$ cat config.mk
export PLATFORM = sky130hd
export DESIGN_NAME = mlt_cell
export DESIGN_NICKNAME = d
export VERILOG_FILES = /design/src/hdl/mlt_pkg.sv /design/src/hdl/mlt_ram.sv /design/src/hdl/mlt_cell.sv
export SDC_FILE = /design/constraint.sdc
export NUM_CORES = 2
export LEC_CHECK = 0
export BUFFER_PORTS_ARGS = -buffer_cell sky130_fd_sc_hd__buf_2
export CORE_MARGIN = 3
export CORE_UTILIZATION = 55
export CTS_CLUSTER_DIAMETER = 150
export CTS_CLUSTER_SIZE = 24
export DETAILED_ROUTE_END_ITERATION = 8
export HOLD_SLACK_MARGIN = 0.08
export PLACE_DENSITY = 0.74
export SLEW_MARGIN = 10
export SYNTH_ARGS = -nofsm -noshare
export SYNTH_HDL_FRONTEND = slang
export SYNTH_SLANG_ARGS = --single-unit
$ cat constraint.sdc
create_clock -name clk_i -period 25.3 [get_ports clk_i]
set_clock_uncertainty 0.05 [all_clocks]
set_input_delay 7.59 -clock clk_i [delete_from_list [all_inputs] [get_ports clk_i]]
set_output_delay 7.59 -clock clk_i [all_outputs]
set_load 0.02 [all_outputs]
$ cat src/hdl/mlt_pkg.sv
// Shared types and constants for the min line tree.
package mlt_pkg;

  // Default domain: positions 0 .. 2^16-1
  localparam int DOMAIN_BITS_DEF = 16;

  // Field widths
  localparam int SLOPE_W = 32;
  localparam int ICPT_W  = 48;
  localparam int QX_W    = 16;
  localparam int VAL_W   = 64;

  // Stored entry: {valid, slope, intercept}
  localparam int ENTRY_W = 1 + SLOPE_W + ICPT_W;

  // Answer for a path that holds no line
  localparam logic [VAL_W-1:0] EMPTY_VALUE = 64'h4000_0000_0000_0000;

  typedef enum logic {
    CMD_INSERT = 1'b0,
    CMD_QUERY  = 1'b1
  } cmd_e;

  typedef enum logic [1:0] {
    ST_CLEAR,
    ST_IDLE,
    ST_RUN,
    ST_HOLD
  } state_e;

  // Request as it travels down the row of level cells
  typedef struct packed {
    logic               live;   // insert still walking
    cmd_e               cmd;
    logic [SLOPE_W-1:0] slope;  // line being carried down
    logic [ICPT_W-1:0]  icpt;
    logic [QX_W-1:0]    qx;
    logic [VAL_W-1:0]   best;   // running minimum of a query
    logic               found;
  } mlt_tok_t;

endpackage

$ cat src/hdl/mlt_ram.sv
// Generic single-write, single-read RAM with registered read data.
module mlt_ram #(
  parameter int WIDTH = 8,
  parameter int DEPTH = 2,
  parameter int AW    = (DEPTH > 1) ? $clog2(DEPTH) : 1
) (
  input  logic             clk_i,
  input  logic             we_i,
  input  logic [AW-1:0]    waddr_i,
  input  logic [WIDTH-1:0] wdata_i,
  input  logic [AW-1:0]    raddr_i,
  output logic [WIDTH-1:0] rdata_o
);

  logic [WIDTH-1:0] mem [DEPTH];
  logic [WIDTH-1:0] rdata_q;

  // Write port
  always_ff @(posedge clk_i) begin
    if (we_i) begin
      mem[waddr_i] <= wdata_i;
    end
  end

  // Registered read port
  always_ff @(posedge clk_i) begin
    rdata_q <= mem[raddr_i];
  end

  assign rdata_o = rdata_q;

endmodule

$ cat src/hdl/mlt_cell.sv
// One tree level: node memory, line evaluator and insert/query decision.
module mlt_cell #(
  parameter int DOMAIN_BITS = mlt_pkg::DOMAIN_BITS_DEF,
  parameter int LEVEL       = 0
) (
  input  logic                   clk_i,
  input  logic                   rst_ni,
  input  logic                   tok_valid_i,
  input  mlt_pkg::mlt_tok_t      tok_i,
  input  logic [DOMAIN_BITS-1:0] path_i,
  input  logic                   clr_en_i,
  input  logic [DOMAIN_BITS-1:0] clr_addr_i,
  output logic                   tok_valid_o,
  output mlt_pkg::mlt_tok_t      tok_o,
  output logic [DOMAIN_BITS-1:0] path_o
);
  import mlt_pkg::*;

  localparam int DEPTH   = 1 << LEVEL;
  localparam int AW      = (LEVEL == 0) ? 1 : LEVEL;
  localparam int SPAN_SH = DOMAIN_BITS - LEVEL;
  localparam bit IS_LEAF = (LEVEL == DOMAIN_BITS);
  localparam int HALF_SH = IS_LEAF ? 0 : DOMAIN_BITS - LEVEL - 1;
  localparam logic [DOMAIN_BITS-1:0] HALF_MASK =
      IS_LEAF ? '0 : DOMAIN_BITS'((64'd1 << HALF_SH) - 64'd1);
  localparam int XW      = (DOMAIN_BITS > QX_W) ? DOMAIN_BITS : QX_W;
  localparam int OPA_W   = SLOPE_W + 1;
  localparam int PROD_W  = OPA_W + XW + 1;

  // Stage 1: read issued, request captured
  logic                   s1_valid_q;
  mlt_tok_t               s1_tok_q;
  logic [DOMAIN_BITS-1:0] s1_path_q;

  // Stage 2: product registered
  logic                   s2_valid_q;
  mlt_tok_t               s2_tok_q;
  logic [DOMAIN_BITS-1:0] s2_path_q;
  logic                   s2_old_valid_q;
  logic [SLOPE_W-1:0]     s2_old_slope_q;
  logic [ICPT_W-1:0]      s2_old_icpt_q;
  logic [VAL_W-1:0]       s2_prod_q;
  logic [VAL_W-1:0]       s2_addend_q;
  logic                   s2_slope_gt_q;
  logic                   s2_qdir_q;

  // Hand-off to the next level
  logic                   out_valid_q;
  mlt_tok_t               out_tok_q;
  logic [DOMAIN_BITS-1:0] out_path_q;

  logic [AW-1:0]          rd_addr;
  logic [AW-1:0]          wr_addr;
  logic                   ram_we;
  logic [ENTRY_W-1:0]     ram_wdata;
  logic [ENTRY_W-1:0]     rd_data;

  logic                   old_valid;
  logic [SLOPE_W-1:0]     old_slope;
  logic [ICPT_W-1:0]      old_icpt;
  logic [DOMAIN_BITS-1:0] mid;
  logic signed [OPA_W-1:0]  d_slope;
  logic signed [ICPT_W:0]   d_icpt;
  logic signed [OPA_W-1:0]  op_a;
  logic [XW-1:0]            x_val;
  logic signed [XW:0]       op_b;
  logic signed [PROD_W-1:0] prod;
  logic [VAL_W-1:0]         addend;
  logic                     slope_gt;
  logic                     qdir;

  logic [VAL_W-1:0]       sum;
  logic                   sum_neg;
  logic                   sum_pos;
  logic                   keep_new;
  logic                   wr_new;
  logic                   dir;
  mlt_tok_t               nxt_tok;

  // Node memory of this level
  assign rd_addr = (LEVEL == 0) ? '0 : path_i[AW-1:0];
  assign wr_addr = clr_en_i ? ((LEVEL == 0) ? '0 : clr_addr_i[AW-1:0])
                            : ((LEVEL == 0) ? '0 : s2_path_q[AW-1:0]);
  assign ram_we    = clr_en_i || (s2_valid_q && wr_new);
  assign ram_wdata = clr_en_i ? '0 : {1'b1, s2_tok_q.slope, s2_tok_q.icpt};

  mlt_ram #(
    .WIDTH (ENTRY_W),
    .DEPTH (DEPTH),
    .AW    (AW)
  ) u_ram (
    .clk_i   (clk_i),
    .we_i    (ram_we),
    .waddr_i (wr_addr),
    .wdata_i (ram_wdata),
    .raddr_i (rd_addr),
    .rdata_o (rd_data)
  );

  assign old_valid = rd_data[ENTRY_W-1];
  assign old_slope = rd_data[ICPT_W +: SLOPE_W];
  assign old_icpt  = rd_data[ICPT_W-1:0];

  // Stage 1: insert evaluates new minus old at the midpoint, query evaluates old at x
  always_comb begin
    mid      = (s1_path_q << SPAN_SH) | HALF_MASK;
    d_slope  = $signed({s1_tok_q.slope[SLOPE_W-1], s1_tok_q.slope})
             - $signed({old_slope[SLOPE_W-1], old_slope});
    d_icpt   = $signed({s1_tok_q.icpt[ICPT_W-1], s1_tok_q.icpt})
             - $signed({old_icpt[ICPT_W-1], old_icpt});
    slope_gt = $signed(s1_tok_q.slope) > $signed(old_slope);
    qdir     = XW'(s1_tok_q.qx) > XW'(mid);
    if (s1_tok_q.cmd == CMD_INSERT) begin
      op_a   = d_slope;
      x_val  = XW'(mid);
      addend = {{(VAL_W-ICPT_W-1){d_icpt[ICPT_W]}}, d_icpt};
    end else begin
      op_a   = $signed({old_slope[SLOPE_W-1], old_slope});
      x_val  = XW'(s1_tok_q.qx);
      addend = {{(VAL_W-ICPT_W){old_icpt[ICPT_W-1]}}, old_icpt};
    end
    op_b = $signed({1'b0, x_val});
    prod = op_a * op_b;
  end

  // Stage 2: finish the sum and decide what stays and what moves on
  assign sum     = s2_prod_q + s2_addend_q;
  assign sum_neg = sum[VAL_W-1];
  assign sum_pos = !sum[VAL_W-1] && (sum != '0);

  always_comb begin
    nxt_tok  = s2_tok_q;
    dir      = s2_qdir_q;
    wr_new   = 1'b0;
    keep_new = 1'b0;
    if (s2_tok_q.live) begin
      if (s2_tok_q.cmd == CMD_INSERT) begin
        if (!s2_old_valid_q) begin
          // empty node takes the line
          wr_new       = 1'b1;
          nxt_tok.live = 1'b0;
        end else if (IS_LEAF) begin
          // old line stays only if strictly lower
          wr_new       = !sum_pos;
          nxt_tok.live = 1'b0;
        end else begin
          keep_new = s2_slope_gt_q ? !sum_pos : sum_neg;
          dir      = s2_slope_gt_q ? !sum_pos : !sum_neg;
          wr_new   = keep_new;
          if (keep_new) begin
            nxt_tok.slope = s2_old_slope_q;
            nxt_tok.icpt  = s2_old_icpt_q;
          end
        end
      end else if (s2_old_valid_q &&
                   (!s2_tok_q.found || ($signed(sum) < $signed(s2_tok_q.best)))) begin
        nxt_tok.best  = sum;
        nxt_tok.found = 1'b1;
      end
    end
  end

  // Valid flags
  always_ff @(posedge clk_i or negedge rst_ni) begin
    if (!rst_ni) begin
      s1_valid_q  <= 1'b0;
      s2_valid_q  <= 1'b0;
      out_valid_q <= 1'b0;
    end else begin
      s1_valid_q  <= tok_valid_i;
      s2_valid_q  <= s1_valid_q;
      out_valid_q <= s2_valid_q;
    end
  end

  // Payload stages
  always_ff @(posedge clk_i) begin
    s1_tok_q       <= tok_i;
    s1_path_q      <= path_i;
    s2_tok_q       <= s1_tok_q;
    s2_path_q      <= s1_path_q;
    s2_old_valid_q <= old_valid;
    s2_old_slope_q <= old_slope;
    s2_old_icpt_q  <= old_icpt;
    s2_prod_q      <= {{(VAL_W-PROD_W){prod[PROD_W-1]}}, prod};
    s2_addend_q    <= addend;
    s2_slope_gt_q  <= slope_gt;
    s2_qdir_q      <= qdir;
    out_tok_q      <= nxt_tok;
    out_path_q     <= {s2_path_q[DOMAIN_BITS-2:0], dir};
  end

  assign tok_valid_o = out_valid_q;
  assign tok_o       = out_tok_q;
  assign path_o      = out_path_q;

endmodule

==> summary.md <==
| Metric | Value |
|---|---|
| Core Box Area | roughly 90000 µm² |
| Count of input and output buffers | 361 |
| Number of detailed-route iterations in the first pass | 6 |
| Kind of launch point of the worst setup path | register |
| Fraction of the yosys area taken by sequential cells | between 30% and 40% |
| Wirelength, routed | between 100 and 150 mm |
| Mean number of vias per cell | 5.603 |
| GRT Resource Usage Total | 28.51% |
| Cell type with the highest occurrence count on the critical path | sky130_fd_sc_hd__fa_1 |
| DRC violations left | 0 |
| Clock root buffer master | sky130_fd_sc_hd__clkbuf_16 |
| Placement Rows | 110 |
| DRC violation total after the first TritonRoute iteration | just under 3000 |
| Relative area change from synthesis to final layout | 8.781% |
| Number of primary I/O pins | 379 |
| DRT antenna net count | 0 |
| Data arrival time of the worst path | 11.29 ns |
| Mapped Cells | 4873 |
| Max Cap Violations | 0 |
| Final critical path time including I/O delays and setup | 10.79 ns |
| Area share of the leading cell type in the synthesized netlist | 31.79% |
| Number of flip-flops and latches in the synthesized netlist | around 880 |
| Fraction of the cycle the final worst path needs | 42.64% |
| Slew Limit Fails | 0 |
| Critical path class | register to register |
| Initial antenna violation count | 5 |
| Cell with the largest stage delay on the worst path | sky130_fd_sc_hd__a211oi_1 |
| Total number of H-tree levels | 2 |
| Width of the die | 308.3 µm |
| Mean instance size in the synthesized netlist | approximately 10 µm² |
| Final weighted congestion of routability-driven global placement | 0.9566 |
| Cts bufs inserted | 43 |
| Highest net fanout along the worst path | 15 |
| Hpwl dp | 104.9 mm |
| Cts hold-fix bufs | 0 |
| Pin slew with the least headroom to its limit | 1.105 ns |
| Post-DR wirelength/cell | 21.23 µm |
| Required arrival time at the worst endpoint | 25.81 ns |
| Worst min-delay path class | register to register |
| Die outline area | 95040 µm² |
| Largest net degree at the start of global routing | 96 |
| Starting density of the core | between 50% and 60% |
| Proportion of layout cells with a drive suffix above 1 | 12.54% |
| Setup TNS | 0 ns |
| Detailed-route via count | 35702 |
| Cell types with the largest area share after synthesis | sky130_fd_sc_hd__dfxtp_1 32%, sky130_fd_sc_hd__fa_1 20%, sky130_fd_sc_hd__ha_1 7.8% |
| Unrepaired setup endpoints after global routing | false |
| Number of nets in the finished design | 6178 |
| Post-synthesis cell type with the largest combined area | sky130_fd_sc_hd__dfxtp_1 |
| Max clock buf depth | 3 |
| Clk sink count | 882 |
| Achievable clock frequency | approximately 90 MHz |
| Hold Vio Cnt, Final | 0 |
| Distinct cells, synth | 79 |
| CTS tree | built |
| Number of enable flip-flop cells after synthesis | 81 |
| Clock input transition at the sequential cells of the worst setup and hold paths | 0.09 ns |
| Latest clock arrival within the worst-skew pair | between 0.6 and 0.7 ns |
| Critical Path End Type | register |
| # resized after CTS | 0 |
| Post-synthesis net count | approximately 5900 |
| Number of setup buffers added after CTS | 0 |
| Final setup fails | 0 |
| Yosys warning total | 0 |
| Asr flop ratio synth | 0.3401% |
| Largest stage delay on the critical path | 0.69 ns |
| Vias in the first global route | 36776 |
| Y dimension of the die | 308.3 µm |
| Leftover overflow at the end of global routing | 0 |
| Netlist area before placement | 50260 µm² |
| First-pass GRT wire length | 207.7 mm |
| Run status | finished, final reports clean |
| Worst relative slew slack | approximately a quarter |
| Most instantiated flip-flop cell in the synthesis netlist | sky130_fd_sc_hd__dfxtp_1 |
-- critical path, delay by kind of cell (launching register included) --
family                   cells  cell delay (ns)
AO/OA/AOI/OAI               18             4.55
XOR/XNOR                     1             0.16
adder cells (fa/ha/maj)      9             3.98
buffers and inverters        7             0.61
flip-flops                   1             0.38
AND/OR/NAND/NOR              5             1.02
-- state kept, by name, summed over array words and instances, names as in the netlist, 15 cells and up --
signal / flops
tok_o: 163
s2_old_slope_q: 32
s2_old_icpt_q: 48
s2_addend_q: 49
s2_path_q: 15
path_o: 16
nxt_tok: 17
s2_tok_q: 146
s1_tok_q: 163
s1_path_q: 15
u_ram.mem: 81
u_ram.rdata_o: 81
s2_prod_q: 50
-- cell families after synthesis --
kind of cell | after synthesis | synth area share [%]
flip-flops | 882 | 36.78
multiplexers | 130 | 3.498
AND/OR/NAND/NOR | 948 | 9.448
AO/OA/AOI/OAI | 968 | 12.32
buffers and inverters | 979 | 7.434
XOR/XNOR | 147 | 2.577
adder cells (fa/ha/maj) | 819 | 27.95
-- cell usage after synthesis, types with 80 or more instances --
| master | number |
|---|---|
| sky130_fd_sc_hd__fa_1 | 506 |
| sky130_fd_sc_hd__o21ai_0 | 138 |
| sky130_fd_sc_hd__a21oi_1 | 358 |
| sky130_fd_sc_hd__clkbuf_1 | 186 |
| sky130_fd_sc_hd__dfxtp_1 | 798 |
| sky130_fd_sc_hd__nor2_1 | 181 |
| sky130_fd_sc_hd__nand2_1 | 290 |
| sky130_fd_sc_hd__mux2_4 | 80 |
| sky130_fd_sc_hd__nor2b_1 | 125 |
| sky130_fd_sc_hd__a21o_1 | 172 |
| sky130_fd_sc_hd__edfxtp_1 | 81 |
| sky130_fd_sc_hd__xnor2_1 | 102 |
| sky130_fd_sc_hd__ha_1 | 313 |
| sky130_fd_sc_hd__inv_1 | 777 |
-- layout make-up --
cell class,count,area (µm²)
antenna,5,12.51
multi-input combinational,3012,28080
timing repair buffer,444,2430
inverter,777,2917
tap,1176,1471
fill,7525,35620
clock inverter,5,91.34
clock buffer,71,1181
sequential,882,18490
-- final timing paths --
check	cells after the start	to	start	slack, ns
worst max register to register	40	s2_prod_q[44]	s1_tok_q[129]	14.51
max in group asynchronous	1	tok_valid_o	rst_ni	18.41
worst min register to register	0	tok_o[77]	nxt_tok[77]	0.28
min in group asynchronous	1	s2_valid_q	rst_ni	6.69
worst max-delay path	40	s2_prod_q[44]	s1_tok_q[129]	14.51
worst min-delay path	0	tok_o[77]	nxt_tok[77]	0.28
-- placed cells by master, fill, tap and decap left out, drive strengths merged, types with 9 or more instances in the layout --
master   count
a2111oi     22
a211o       14
a211oi      39
a21boi      10
a21o       172
a21oi      358
a31oi       24
and2        64
and3        74
and4        10
buf        444
clkbuf      71
dfxtp      798
edfxtp      81
fa         506
ha         313
inv        779
mux2       125
nand2      290
nand2b      44
nand3       38
nand4       35
nor2       181
nor2b      125
nor3        36
nor4        11
o211ai      11
o21a        33
o21ai      143
o21bai      34
o221ai      16
o31ai       23
or2         10
or3          9
xnor2      103
xor2        44
-- per-layer routing --
metal	up-vias	GRT usage [%]	routed length, µm
met5	-	0	27
met4	4	11.04	5639
met3	341	6.846	12280
met2	1374	46.06	61310
met1	17506	37.23	56030
li1	16477	-	-
-- per-stage QoR --
step	setup slack, ns	cell area [µm²]	hold slack (ns)	util, %	cells
2_1_floorplan	14.58	50260	0.2596	-	4873
3_3_place_gp	14.62	53380	0.2599	59.13	6291
3_5_place_dp	14.68	53380	0.2621	59.13	6291
4_1_cts	14.57	54660	0.2712	60.54	6367
5_1_grt	13.60	54660	0.2817	60.54	6367
6_report	14.51	54670	0.2808	60.55	6372
Power is not shown: default switching activity piles up to over one toggle a cycle in this logic, so the estimate is an artifact.
